**src/rtl/tcs_pkg.sv**
```systemverilog
// tcs_pkg: shared types and constants of the tick-driven cpu scheduler
// used by the channel interfaces, the controller, the datapath and the top level
`default_nettype none

package tcs_pkg;

  localparam int TASK_ID_W = 3;
  localparam int PRIO_W    = 4;
  localparam int BURST_W   = 8;
  localparam int TIME_W    = 16;
  localparam int APB_DW    = 32;
  localparam int APB_AW    = 3;

  localparam logic CMD_ARRIVE = 1'b0;
  localparam logic CMD_TICK   = 1'b1;

  localparam logic MODE_FCFS = 1'b0;
  localparam logic MODE_PRIO = 1'b1;

  localparam logic REG_POLICY = 1'b0;

  typedef enum logic [2:0] {
    S_IDLE,
    S_ARRIVE,
    S_SCAN,
    S_INSERT,
    S_DISPATCH,
    S_RUN
  } state_t;

  typedef struct packed {
    logic take;
    logic arr_start;
    logic scan_step;
    logic insert;
    logic dispatch;
    logic run;
  } cmd_t;

  typedef struct packed {
    logic is_tick;
    logic arr_ok;
    logic direct_ins;
    logic scan_more;
    logic out_full;
  } sts_t;

endpackage

`default_nettype wire

```
**src/rtl/tcs_in_if.sv**
```systemverilog
// tcs_in_if: input channel of the scheduler, one beat per arrival or tick
// depends on tcs_pkg for field widths
`default_nettype none

interface tcs_in_if import tcs_pkg::*; ();
  logic                 valid;
  logic                 ready;
  logic                 cmd;
  logic [TASK_ID_W-1:0] task_id;
  logic [PRIO_W-1:0]    task_priority;
  logic [BURST_W-1:0]   burst_length;

  modport source (output valid, cmd, task_id, task_priority, burst_length, input ready);
  modport sink   (input valid, cmd, task_id, task_priority, burst_length, output ready);
endinterface

`default_nettype wire

```
**src/rtl/tcs_out_if.sv**
```systemverilog
// tcs_out_if: result channel of the scheduler, one beat per tick
// depends on tcs_pkg for field widths
`default_nettype none

interface tcs_out_if import tcs_pkg::*; ();
  logic                 valid;
  logic                 ready;
  logic                 busy_res;
  logic [TASK_ID_W-1:0] ran_task;
  logic                 finished;
  logic [TIME_W-1:0]    finish_time;
  logic [TIME_W-1:0]    slot_number;

  modport source (output valid, busy_res, ran_task, finished, finish_time, slot_number,
                  input ready);
  modport sink   (input valid, busy_res, ran_task, finished, finish_time, slot_number,
                  output ready);
endinterface

`default_nettype wire

```
**src/rtl/tcs_ctrl.sv**
```systemverilog
// tcs_ctrl: sequencer of the scheduler, steps arrivals and ticks through the datapath
// depends on tcs_pkg for the state, command and status types
`default_nettype none

module tcs_ctrl import tcs_pkg::*; (
  input  logic clk,
  input  logic rst_n,
  input  logic in_valid_i,
  output logic in_ready_o,
  input  sts_t sts_i,
  output cmd_t cmd_o
);

  state_t state_r, state_nxt;

  always_ff @(posedge clk) begin
    if (!rst_n) begin
      state_r <= S_IDLE;
    end else begin
      state_r <= state_nxt;
    end
  end

  always_comb begin
    state_nxt  = state_r;
    cmd_o      = '0;
    in_ready_o = 1'b0;
    unique case (state_r)
      S_IDLE: begin
        in_ready_o = 1'b1;
        if (in_valid_i) begin
          cmd_o.take = 1'b1;
          state_nxt  = S_ARRIVE;
        end
      end
      S_ARRIVE: begin
        if (sts_i.is_tick) begin
          state_nxt = S_DISPATCH;
        end else if (!sts_i.arr_ok) begin
          state_nxt = S_IDLE;
        end else begin
          cmd_o.arr_start = 1'b1;
          state_nxt       = sts_i.direct_ins ? S_INSERT : S_SCAN;
        end
      end
      S_SCAN: begin
        if (sts_i.scan_more) begin
          cmd_o.scan_step = 1'b1;
        end else begin
          state_nxt = S_INSERT;
        end
      end
      S_INSERT: begin
        cmd_o.insert = 1'b1;
        state_nxt    = S_IDLE;
      end
      S_DISPATCH: begin
        if (!sts_i.out_full) begin
          cmd_o.dispatch = 1'b1;
          state_nxt      = S_RUN;
        end
      end
      S_RUN: begin
        cmd_o.run = 1'b1;
        state_nxt = S_IDLE;
      end
      default: begin
        state_nxt = S_IDLE;
      end
    endcase
  end

endmodule

`default_nettype wire

```
**src/rtl/tcs_dpath.sv**
```systemverilog
// tcs_dpath: task stores, ready queue, running slot, tick counter and result register
// depends on tcs_pkg; driven by tcs_ctrl through cmd_t, reports through sts_t
`default_nettype none

module tcs_dpath import tcs_pkg::*; #(
  parameter int NUM_TASKS = 8
) (
  input  logic                 clk,
  input  logic                 rst_n,
  input  cmd_t                 cmd_i,
  output sts_t                 sts_o,
  input  logic                 policy_i,
  input  logic                 in_cmd_i,
  input  logic [TASK_ID_W-1:0] in_task_id_i,
  input  logic [PRIO_W-1:0]    in_task_priority_i,
  input  logic [BURST_W-1:0]   in_burst_length_i,
  output logic                 out_valid_o,
  input  logic                 out_ready_i,
  output logic                 out_busy_res_o,
  output logic [TASK_ID_W-1:0] out_ran_task_o,
  output logic                 out_finished_o,
  output logic [TIME_W-1:0]    out_finish_time_o,
  output logic [TIME_W-1:0]    out_slot_number_o
);

  localparam int IDW = $clog2(NUM_TASKS);
  localparam int CW  = $clog2(NUM_TASKS + 1);

  // latched beat
  logic                 item_cmd_r;
  logic [TASK_ID_W-1:0] item_id_r;
  logic [PRIO_W-1:0]    item_prio_r;
  logic [BURST_W-1:0]   item_burst_r;

  // task stores and queue
  logic [IDW-1:0]     order_r [NUM_TASKS];
  logic [PRIO_W-1:0]  prio_r  [NUM_TASKS];
  logic [BURST_W-1:0] burst_r [NUM_TASKS];
  logic [BURST_W-1:0] prog_r  [NUM_TASKS];

  logic [NUM_TASKS-1:0] pending_r;
  logic [CW-1:0]        count_r;
  logic [IDW-1:0]       run_id_r;
  logic                 run_vld_r;
  logic [TIME_W-1:0]    tick_r;
  logic [CW-1:0]        pos_r;
  logic [IDW-1:0]       ins_id_r;

  logic                 out_valid_r;
  logic                 out_busy_r;
  logic [TASK_ID_W-1:0] out_ran_r;
  logic                 out_fin_r;
  logic [TIME_W-1:0]    out_ftime_r;
  logic [TIME_W-1:0]    out_slot_r;

  logic [IDW-1:0]     id_idx;
  logic               id_in_range;
  logic [IDW-1:0]     scan_idx;
  logic [PRIO_W-1:0]  prio_run;
  logic [PRIO_W-1:0]  prio_scan;
  logic               preempt;
  logic [BURST_W-1:0] prog_nxt;
  logic               fin_w;
  logic [TIME_W-1:0]  tick_nxt;

  assign id_idx      = IDW'(item_id_r);
  assign id_in_range = int'(item_id_r) < NUM_TASKS;
  assign scan_idx    = pos_r[IDW-1:0];
  assign prio_run    = prio_r[run_id_r];
  assign prio_scan   = prio_r[order_r[scan_idx]];
  assign preempt     = (policy_i == MODE_PRIO) && run_vld_r && (item_prio_r < prio_run);
  assign prog_nxt    = prog_r[run_id_r] + BURST_W'(1);
  assign fin_w       = prog_nxt >= burst_r[run_id_r];
  assign tick_nxt    = tick_r + TIME_W'(1);

  always_comb begin
    sts_o.is_tick    = item_cmd_r == CMD_TICK;
    sts_o.arr_ok     = id_in_range && !pending_r[id_idx];
    sts_o.direct_ins = (policy_i == MODE_FCFS) || preempt;
    sts_o.scan_more  = (pos_r < count_r) && (prio_scan < item_prio_r);
    sts_o.out_full   = out_valid_r;
  end

  // control state
  always_ff @(posedge clk) begin
    if (!rst_n) begin
      pending_r   <= '0;
      count_r     <= '0;
      run_id_r    <= '0;
      run_vld_r   <= 1'b0;
      tick_r      <= '0;
      out_valid_r <= 1'b0;
    end else begin
      if (cmd_i.arr_start) begin
        pending_r[id_idx] <= 1'b1;
        if (preempt) begin
          run_id_r <= id_idx;
        end
      end
      if (cmd_i.insert) begin
        count_r <= count_r + CW'(1);
      end
      if (cmd_i.dispatch) begin
        tick_r <= tick_nxt;
        if (!run_vld_r && (count_r != '0)) begin
          run_id_r  <= order_r[0];
          run_vld_r <= 1'b1;
          count_r   <= count_r - CW'(1);
        end
      end
      if (cmd_i.run && run_vld_r && fin_w) begin
        pending_r[run_id_r] <= 1'b0;
        run_vld_r           <= 1'b0;
        run_id_r            <= '0;
      end
      if (cmd_i.run) begin
        out_valid_r <= 1'b1;
      end else if (out_ready_i) begin
        out_valid_r <= 1'b0;
      end
    end
  end

  // payload
  always_ff @(posedge clk) begin
    if (cmd_i.take) begin
      item_cmd_r   <= in_cmd_i;
      item_id_r    <= in_task_id_i;
      item_prio_r  <= in_task_priority_i;
      item_burst_r <= in_burst_length_i;
    end
    if (cmd_i.arr_start) begin
      prio_r[id_idx]  <= item_prio_r;
      burst_r[id_idx] <= item_burst_r;
      prog_r[id_idx]  <= '0;
      if (policy_i == MODE_FCFS) begin
        pos_r    <= count_r;
        ins_id_r <= id_idx;
      end else if (preempt) begin
        pos_r    <= '0;
        ins_id_r <= run_id_r;
      end else begin
        pos_r    <= '0;
        ins_id_r <= id_idx;
      end
    end
    if (cmd_i.scan_step) begin
      pos_r <= pos_r + CW'(1);
    end
    if (cmd_i.run) begin
      if (run_vld_r) begin
        prog_r[run_id_r] <= prog_nxt;
      end
      out_busy_r  <= run_vld_r;
      out_ran_r   <= run_vld_r ? TASK_ID_W'(run_id_r) : '0;
      out_fin_r   <= run_vld_r && fin_w;
      out_ftime_r <= (run_vld_r && fin_w) ? tick_nxt : '0;
      out_slot_r  <= tick_r;
    end
  end

  // ready queue: shift up on insert, shift down on pop
  for (genvar k = 0; k < NUM_TASKS; k++) begin : g_queue
    always_ff @(posedge clk) begin
      if (cmd_i.insert) begin
        if (CW'(k) == pos_r) begin
          order_r[k] <= ins_id_r;
        end else if (CW'(k) > pos_r) begin
          if (k > 0) begin
            order_r[k] <= order_r[(k > 0) ? k - 1 : 0];
          end
        end
      end else if (cmd_i.dispatch && !run_vld_r && (count_r != '0)) begin
        if (k < NUM_TASKS - 1) begin
          order_r[k] <= order_r[(k < NUM_TASKS - 1) ? k + 1 : k];
        end
      end
    end
  end

  assign out_valid_o       = out_valid_r;
  assign out_busy_res_o    = out_busy_r;
  assign out_ran_task_o    = out_ran_r;
  assign out_finished_o    = out_fin_r;
  assign out_finish_time_o = out_ftime_r;
  assign out_slot_number_o = out_slot_r;

  a_count_bound: assert property (@(posedge clk) disable iff (!rst_n)
    int'(count_r) + int'(run_vld_r) <= NUM_TASKS)
    else $error("ready queue overfull");

  a_running_pending: assert property (@(posedge clk) disable iff (!rst_n)
    run_vld_r |-> pending_r[run_id_r])
    else $error("running task not pending");

  a_finish_frees: assert property (@(posedge clk) disable iff (!rst_n)
    cmd_i.run && run_vld_r && fin_w |=> !run_vld_r && !pending_r[$past(run_id_r)])
    else $error("finished task still held");

  a_result_source: assert property (@(posedge clk) disable iff (!rst_n)
    $rose(out_valid_r) |-> $past(cmd_i.run))
    else $error("result beat without a run step");

  a_no_overwrite: assert property (@(posedge clk) disable iff (!rst_n)
    cmd_i.dispatch |-> !out_valid_r)
    else $error("tick dispatched while result beat waits");

endmodule

`default_nettype wire

```
**src/rtl/tick_cpu_scheduler_fcfs_priority.sv**
```systemverilog
// tick_cpu_scheduler_fcfs_priority: top level, apb policy register, controller and datapath
// depends on tcs_pkg, tcs_in_if, tcs_out_if, tcs_ctrl and tcs_dpath
//
// channel  dir  beat
// in_if    in   arrival (task_id, task_priority, burst_length) or tick, by cmd
// out_if   out  one result per tick: busy_res, ran_task, finished, finish_time, slot_number
// cfg_*    in   apb, policy_mode at byte address 0
//
// tick: steps accept, decode, dispatch, run; dispatch waits while the result register is full
// arrival: accept, decode if ignored; accept, decode, insert in fcfs mode or on preemption;
//   accept, decode, scan, insert in priority mode, the scan stepping over the queue entries ahead
// one beat is worked at a time; the result register lets the next beat in while out_if stalls
// a tick waits in dispatch until the previous result beat has gone
// reset is synchronous; no clearing pass, stores are written before use
`default_nettype none

module tick_cpu_scheduler_fcfs_priority import tcs_pkg::*; #(
  parameter int NUM_TASKS = 8
) (
  input  logic              clk,
  input  logic              rst_n,
  tcs_in_if.sink            in_if,
  tcs_out_if.source         out_if,
  input  logic              cfg_psel,
  input  logic              cfg_penable,
  input  logic              cfg_pwrite,
  input  logic [APB_AW-1:0] cfg_paddr,
  input  logic [APB_DW-1:0] cfg_pwdata,
  output logic [APB_DW-1:0] cfg_prdata,
  output logic              cfg_pready
);

  logic policy_r;
  logic cfg_wr;
  logic cfg_hit;
  cmd_t cmd;
  sts_t sts;

  assign cfg_pready = 1'b1;
  assign cfg_hit    = cfg_paddr[2] == REG_POLICY;
  assign cfg_wr     = cfg_psel && cfg_penable && cfg_pwrite && cfg_pready;
  assign cfg_prdata = cfg_hit ? APB_DW'(policy_r) : '0;

  always_ff @(posedge clk) begin
    if (!rst_n) begin
      policy_r <= MODE_FCFS;
    end else if (cfg_wr && cfg_hit) begin
      policy_r <= cfg_pwdata[0];
    end
  end

  tcs_ctrl u_ctrl (
    .clk        (clk),
    .rst_n      (rst_n),
    .in_valid_i (in_if.valid),
    .in_ready_o (in_if.ready),
    .sts_i      (sts),
    .cmd_o      (cmd)
  );

  tcs_dpath #(
    .NUM_TASKS (NUM_TASKS)
  ) u_dpath (
    .clk                (clk),
    .rst_n              (rst_n),
    .cmd_i              (cmd),
    .sts_o              (sts),
    .policy_i           (policy_r),
    .in_cmd_i           (in_if.cmd),
    .in_task_id_i       (in_if.task_id),
    .in_task_priority_i (in_if.task_priority),
    .in_burst_length_i  (in_if.burst_length),
    .out_valid_o        (out_if.valid),
    .out_ready_i        (out_if.ready),
    .out_busy_res_o     (out_if.busy_res),
    .out_ran_task_o     (out_if.ran_task),
    .out_finished_o     (out_if.finished),
    .out_finish_time_o  (out_if.finish_time),
    .out_slot_number_o  (out_if.slot_number)
  );

endmodule

`default_nettype wire

```
**src/flat_wrapper.sv**
```systemverilog
// flat-port wrapper written by rule: the top's interface ports become plain ports
module tick_cpu_scheduler_fcfs_priority_flat import tcs_pkg::*;
#(
  parameter int NUM_TASKS = 8
)
  (clk, rst_n, cfg_psel, cfg_penable, cfg_pwrite, cfg_paddr, cfg_pwdata, cfg_prdata, cfg_pready, in_if_valid, in_if_cmd, in_if_task_id, in_if_task_priority, in_if_burst_length, in_if_ready, out_if_valid, out_if_busy_res, out_if_ran_task, out_if_finished, out_if_finish_time, out_if_slot_number, out_if_ready);
  tcs_in_if in_if_i ();
  tcs_out_if out_if_i ();
  input  logic clk;
  input  logic rst_n;
  input  logic cfg_psel;
  input  logic cfg_penable;
  input  logic cfg_pwrite;
  input  logic [APB_AW-1:0] cfg_paddr;
  input  logic [APB_DW-1:0] cfg_pwdata;
  output logic [APB_DW-1:0] cfg_prdata;
  output logic cfg_pready;
  input wire logic [$bits(in_if_i.valid)-1:0] in_if_valid;
  input wire logic [$bits(in_if_i.cmd)-1:0] in_if_cmd;
  input wire logic [$bits(in_if_i.task_id)-1:0] in_if_task_id;
  input wire logic [$bits(in_if_i.task_priority)-1:0] in_if_task_priority;
  input wire logic [$bits(in_if_i.burst_length)-1:0] in_if_burst_length;
  output wire logic [$bits(in_if_i.ready)-1:0] in_if_ready;
  output wire logic [$bits(out_if_i.valid)-1:0] out_if_valid;
  output wire logic [$bits(out_if_i.busy_res)-1:0] out_if_busy_res;
  output wire logic [$bits(out_if_i.ran_task)-1:0] out_if_ran_task;
  output wire logic [$bits(out_if_i.finished)-1:0] out_if_finished;
  output wire logic [$bits(out_if_i.finish_time)-1:0] out_if_finish_time;
  output wire logic [$bits(out_if_i.slot_number)-1:0] out_if_slot_number;
  input wire logic [$bits(out_if_i.ready)-1:0] out_if_ready;
  assign in_if_i.valid = in_if_valid;
  assign in_if_i.cmd = in_if_cmd;
  assign in_if_i.task_id = in_if_task_id;
  assign in_if_i.task_priority = in_if_task_priority;
  assign in_if_i.burst_length = in_if_burst_length;
  assign in_if_ready = in_if_i.ready;
  assign out_if_valid = out_if_i.valid;
  assign out_if_busy_res = out_if_i.busy_res;
  assign out_if_ran_task = out_if_i.ran_task;
  assign out_if_finished = out_if_i.finished;
  assign out_if_finish_time = out_if_i.finish_time;
  assign out_if_slot_number = out_if_i.slot_number;
  assign out_if_i.ready = out_if_ready;
  tick_cpu_scheduler_fcfs_priority #(.NUM_TASKS(NUM_TASKS)) u_core (.clk(clk), .rst_n(rst_n), .in_if(in_if_i), .out_if(out_if_i), .cfg_psel(cfg_psel), .cfg_penable(cfg_penable), .cfg_pwrite(cfg_pwrite), .cfg_paddr(cfg_paddr), .cfg_pwdata(cfg_pwdata), .cfg_prdata(cfg_prdata), .cfg_pready(cfg_pready));
endmodule
```
**config.mk**
```make
export PLATFORM = sky130hd
export DESIGN_NAME = tick_cpu_scheduler_fcfs_priority_flat
export DESIGN_NICKNAME = d
export VERILOG_FILES = /design/src/rtl/tcs_pkg.sv /design/src/rtl/tcs_in_if.sv /design/src/rtl/tcs_out_if.sv /design/src/rtl/tcs_ctrl.sv /design/src/rtl/tcs_dpath.sv /design/src/rtl/tick_cpu_scheduler_fcfs_priority.sv /design/src/flat_wrapper.sv
export SDC_FILE = /design/constraint.sdc
export NUM_CORES = 1
export LEC_CHECK = 0
export BUFFER_PORTS_ARGS = -buffer_cell sky130_fd_sc_hd__buf_2
export CORE_MARGIN = 2
export CORE_UTILIZATION = 54
export DETAILED_ROUTE_END_ITERATION = 8
export GPL_TIMING_DRIVEN = 0
export PLACE_DENSITY = 0.74
export RECOVER_POWER = 25
export SLEW_MARGIN = 20
export SYNTH_ARGS = -nofsm -noshare
export SYNTH_HDL_FRONTEND = slang
export SYNTH_SLANG_ARGS = --single-unit
```
**constraint.sdc**
```tcl
create_clock -name clk -period 11 [get_ports clk]
set_input_delay 2.2 -clock clk [delete_from_list [all_inputs] [get_ports clk]]
set_output_delay 2.2 -clock clk [all_outputs]
set_load 0.01 [all_outputs]
```
==> run summary <==
Post-synthesis simple-gate area fraction -> 10.63%
Initial DRC count -> 665
Remaining Overflow, GRT -> 0
RSZ-0062 raised after global routing -> false
P per Cell Area -> 167.2 mW/mm^2
Synth Area in Compound Gates -> 10.06%
Core Rows -> 56
Cts-stage hold buffer count -> 0
Register Area -> 0.008128 sq mm
Dpl hpwl -> 19.06 mm
Longest Clk Path Bufs -> 3
Crit end category -> flip-flop
Crit path required time -> 11.27 ns
Worst setup SP type -> flip-flop
Die height -> 157.6 um
Total power draw -> 0.002454 W
Synth area leaders -> edfxtp_1 (57%), dfxtp_1 (6.3%), mux2i_1 (3.1%)
Share of the synthesized area in the top cell type -> 57.50%
Max Clk Rate -> 0.1998 GHz
Largest area contributor in the netlist -> edfxtp_1
Crit-path max FO -> 10
WP data arrival -> 5.28 ns
Max cap viols -> 1
P_leak -> 5.097 nW
Initial core utilization -> 54.62%
Outcome -> finished with violations
Minimum clock period -> 5.005 ns
Routed Antenna Nets -> 0
Slowest CP cell -> clkbuf_1
Library cells used by synthesis -> 66
Post-synth ARST share -> 0%
Die area -> 0.02484 sq mm
Fin crit share -> 45.50%
NumNets Final -> 1174
Failing checks -> capacitance limit, slew limit
Die width -> 157.6 um
Core footprint -> 0.02333 sq mm
Crit Path Category -> reg2reg
CTS resizes -> 0
VDD IR max -> 0.1212 mV
# setup viols final -> 0
Synth Area in Adders -> 2.356%
Vias -> 8185
Syn Std Cell Area -> 0.01274 sq mm
Root Driver -> clkbuf_16
Prevailing post-synth register cell -> edfxtp_1
Setup repair bufs after CTS -> 0
Routed WL -> 28.67 mm
GRT Overall Usage -> 23.26%
Hold Vio Cnt, Final -> 0
First-pass GRT wire length -> 44.21 mm
Ports -> 130
DR vias/cell -> 5.712
CTS buffer count -> 30
Post-synth EDFFs -> 244
IO Port Bufs -> 63
N_diodes -> 0
WHS -> 0.4270 ns
Footprint of the multi-input gates -> 0.004193 sq mm
Setup TNS -> 0 ns
Layout fillers -> 1765
Initial antenna violation count -> 1
Clock slew at reported path FFs -> 0.06 ns
Sink Count -> 284
DRC violations left -> 0
CP Cell Sequence -> buf_6 > clkbuf_1 > nor2_1 > clkbuf_1 > a22oi_1 > nand4_1 > ha_1 > nand2b_1 > a21o_1 > a21o_1 > a21o_1 > a21oi_1 > o21ai_0 > nand3_1 > clkbuf_1 > nor2_1
First-pass DRT Iterations -> 5
Max_slew headroom -> -2.126%
Worst slew pin tran -> 1.532 ns
Ys Warns -> 0
Post-synthesis xor/xnor area fraction -> 2.543%
Clock Latency Late Sink -> 0.56 ns
Max incr delay on CP -> 0.64 ns
Hold Crit Class -> reg2reg
Max-slew violations -> 32
Share of cells above drive strength 1 -> 17.95%
Largest family of logic cells by synthesized area -> simple AND/OR/NAND/NOR gates
Synth Instances -> 962
Largest net degree at the start of global routing -> 32
DR WL/cell -> 20.01 um
Final Wtd Congestion -> 0.8472
CTS tree -> built
Multiplexer share of the synthesized area -> 6.166%
Clock Skew -> 0.02015 ns
Seq cells post-synth -> 284
Sequential area share after synthesis -> 63.78%
Number of global-route vias before repair -> 7857
Syn-to-layout area delta -> 15.15%
CTS H-Tree Depth -> 1
Syn Area/Cell -> 13.25 sq um
[area by class of cell]
class                           instances  share of cell area [%]
Inverter                               20                  0.5116
Tap cell                              319                   2.720
Sequential cell                       284                   55.39
Multi-Input combinational cell        606                   28.57
Clock inverter                         18                   1.731
Clock buffer                           36                   5.338
Buffer                                 82                   3.283
Timing Repair Buffer                   68                   2.456
[cell usage after synthesis, types with 3 or more instances]
cell	number
and2_1	30
nand3_1	15
buf_4	35
and3_1	16
dfxtp_1	40
mux2_2	17
ha_1	24
nor2b_1	9
mux4_2	7
and4_1	5
a21boi_0	5
a221oi_1	9
edfxtp_1	244
or3_1	5
nor3_1	11
a31o_1	3
nand2b_1	10
a22o_1	9
a21oi_1	18
nand2_1	74
mux2i_1	40
buf_2	7
a21o_1	8
buf_6	5
inv_1	19
nor2_1	63
clkbuf_1	35
a22oi_1	50
a211oi_1	5
nand3b_1	8
nor3b_1	4
xor2_1	18
o21ai_0	47
xnor2_1	19
and3b_1	3
o21a_1	5
o211ai_1	5
[where the power goes]
part / leakage (nW) / internal, W / total, W / switching [W]
Clock: 0.513 / 0.000647 / 0.00106 / 0.000409
Combinational: 2.16 / 0.0000735 / 0.000177 / 0.000103
Sequential: 2.43 / 0.00120 / 0.00122 / 0.0000231
[final timing paths]
| path | from | endpoint | slack, ns | cells after the start |
|---|---|---|---|---|
| setup reg to reg | u_core.u_dpath.run_id_r[0] | u_core.u_dpath.out_finish_time_o[11] | 5.99 | 16 |
| hold / removal | u_core.u_dpath.tick_r[13] | u_core.u_dpath.out_slot_number_o[13] | 0.43 | 0 |
| setup / recovery | u_core.u_dpath.run_id_r[0] | u_core.u_dpath.out_finish_time_o[11] | 5.99 | 16 |
| hold reg to reg | u_core.u_dpath.tick_r[13] | u_core.u_dpath.out_slot_number_o[13] | 0.43 | 0 |
[state kept, by name, summed over array words and instances (netlist names), 8 cells and up, named ones only]
register / flops
u_core.u_dpath.prio_r: 32
u_core.u_dpath.prog_r: 64
u_core.u_dpath.tick_r: 16
u_core.u_dpath.item_burst_r: 8
u_core.u_dpath.out_finish_time_o: 16
u_core.u_dpath.pending_r: 8
u_core.u_dpath.burst_r: 64
u_core.u_dpath.order_r: 24
u_core.u_dpath.out_slot_number_o: 16
[critical path: cells and delay by family (launching register included)]
family | cells | cell delay, ns
adder cells (fa/ha/maj) | 1 | 0.26
AO/OA/AOI/OAI | 6 | 1.01
AND/OR/NAND/NOR | 5 | 1.47
flip-flops | 1 | 0.42
buffers and inverters | 4 | 1.56
[cell usage in the layout, fill, tap and decap left out, types with 24 or more instances in the layout]
master       n
edfxtp_1   244
nand2_1     74
buf_2       67
nor2_1      57
a22oi_1     50
o21ai_0     47
clkbuf_1    44
mux2i_1     40
dfxtp_1     40
buf_4       37
conb_1      32
and2_1      30
clkbuf_16   30
ha_1        24
[through the flow]
| stage | cells | cell area (sq um) | utilization [%] | setup slack, ns |
|---|---|---|---|---|
| final | 1433 | 14670 | 62.89 | 5.995 |
| after global routing | 1433 | 14670 | 62.89 | 5.791 |
| after CTS | 1433 | 14700 | 63.01 | 6.044 |
| after detailed placement | 1379 | 13660 | 58.56 | 6.071 |
| after global placement | 1374 | 13570 | 58.16 | 5.780 |
| after floorplan | 992 | 12860 | - | 6.443 |
[cells by family (layout without fill, tap and decap cells)]
family,after synthesis,after routing
buf+inv,102,224
compound gates,183,183
xor+xnor,37,37
other cells,2,32
mux,66,66
simple gates,264,264
flops,284,284
fa+ha+maj,24,24
[metal layers]
metal	wire (um)	track usage, %	part of all wire, %
met1	12080	32.12	42
met2	13620	37.95	47
met3	2098	3.504	7.3
met4	863	7.922	3.0
met5	13	0	0.045
Note: power is estimated with default switching activity, not from simulation.
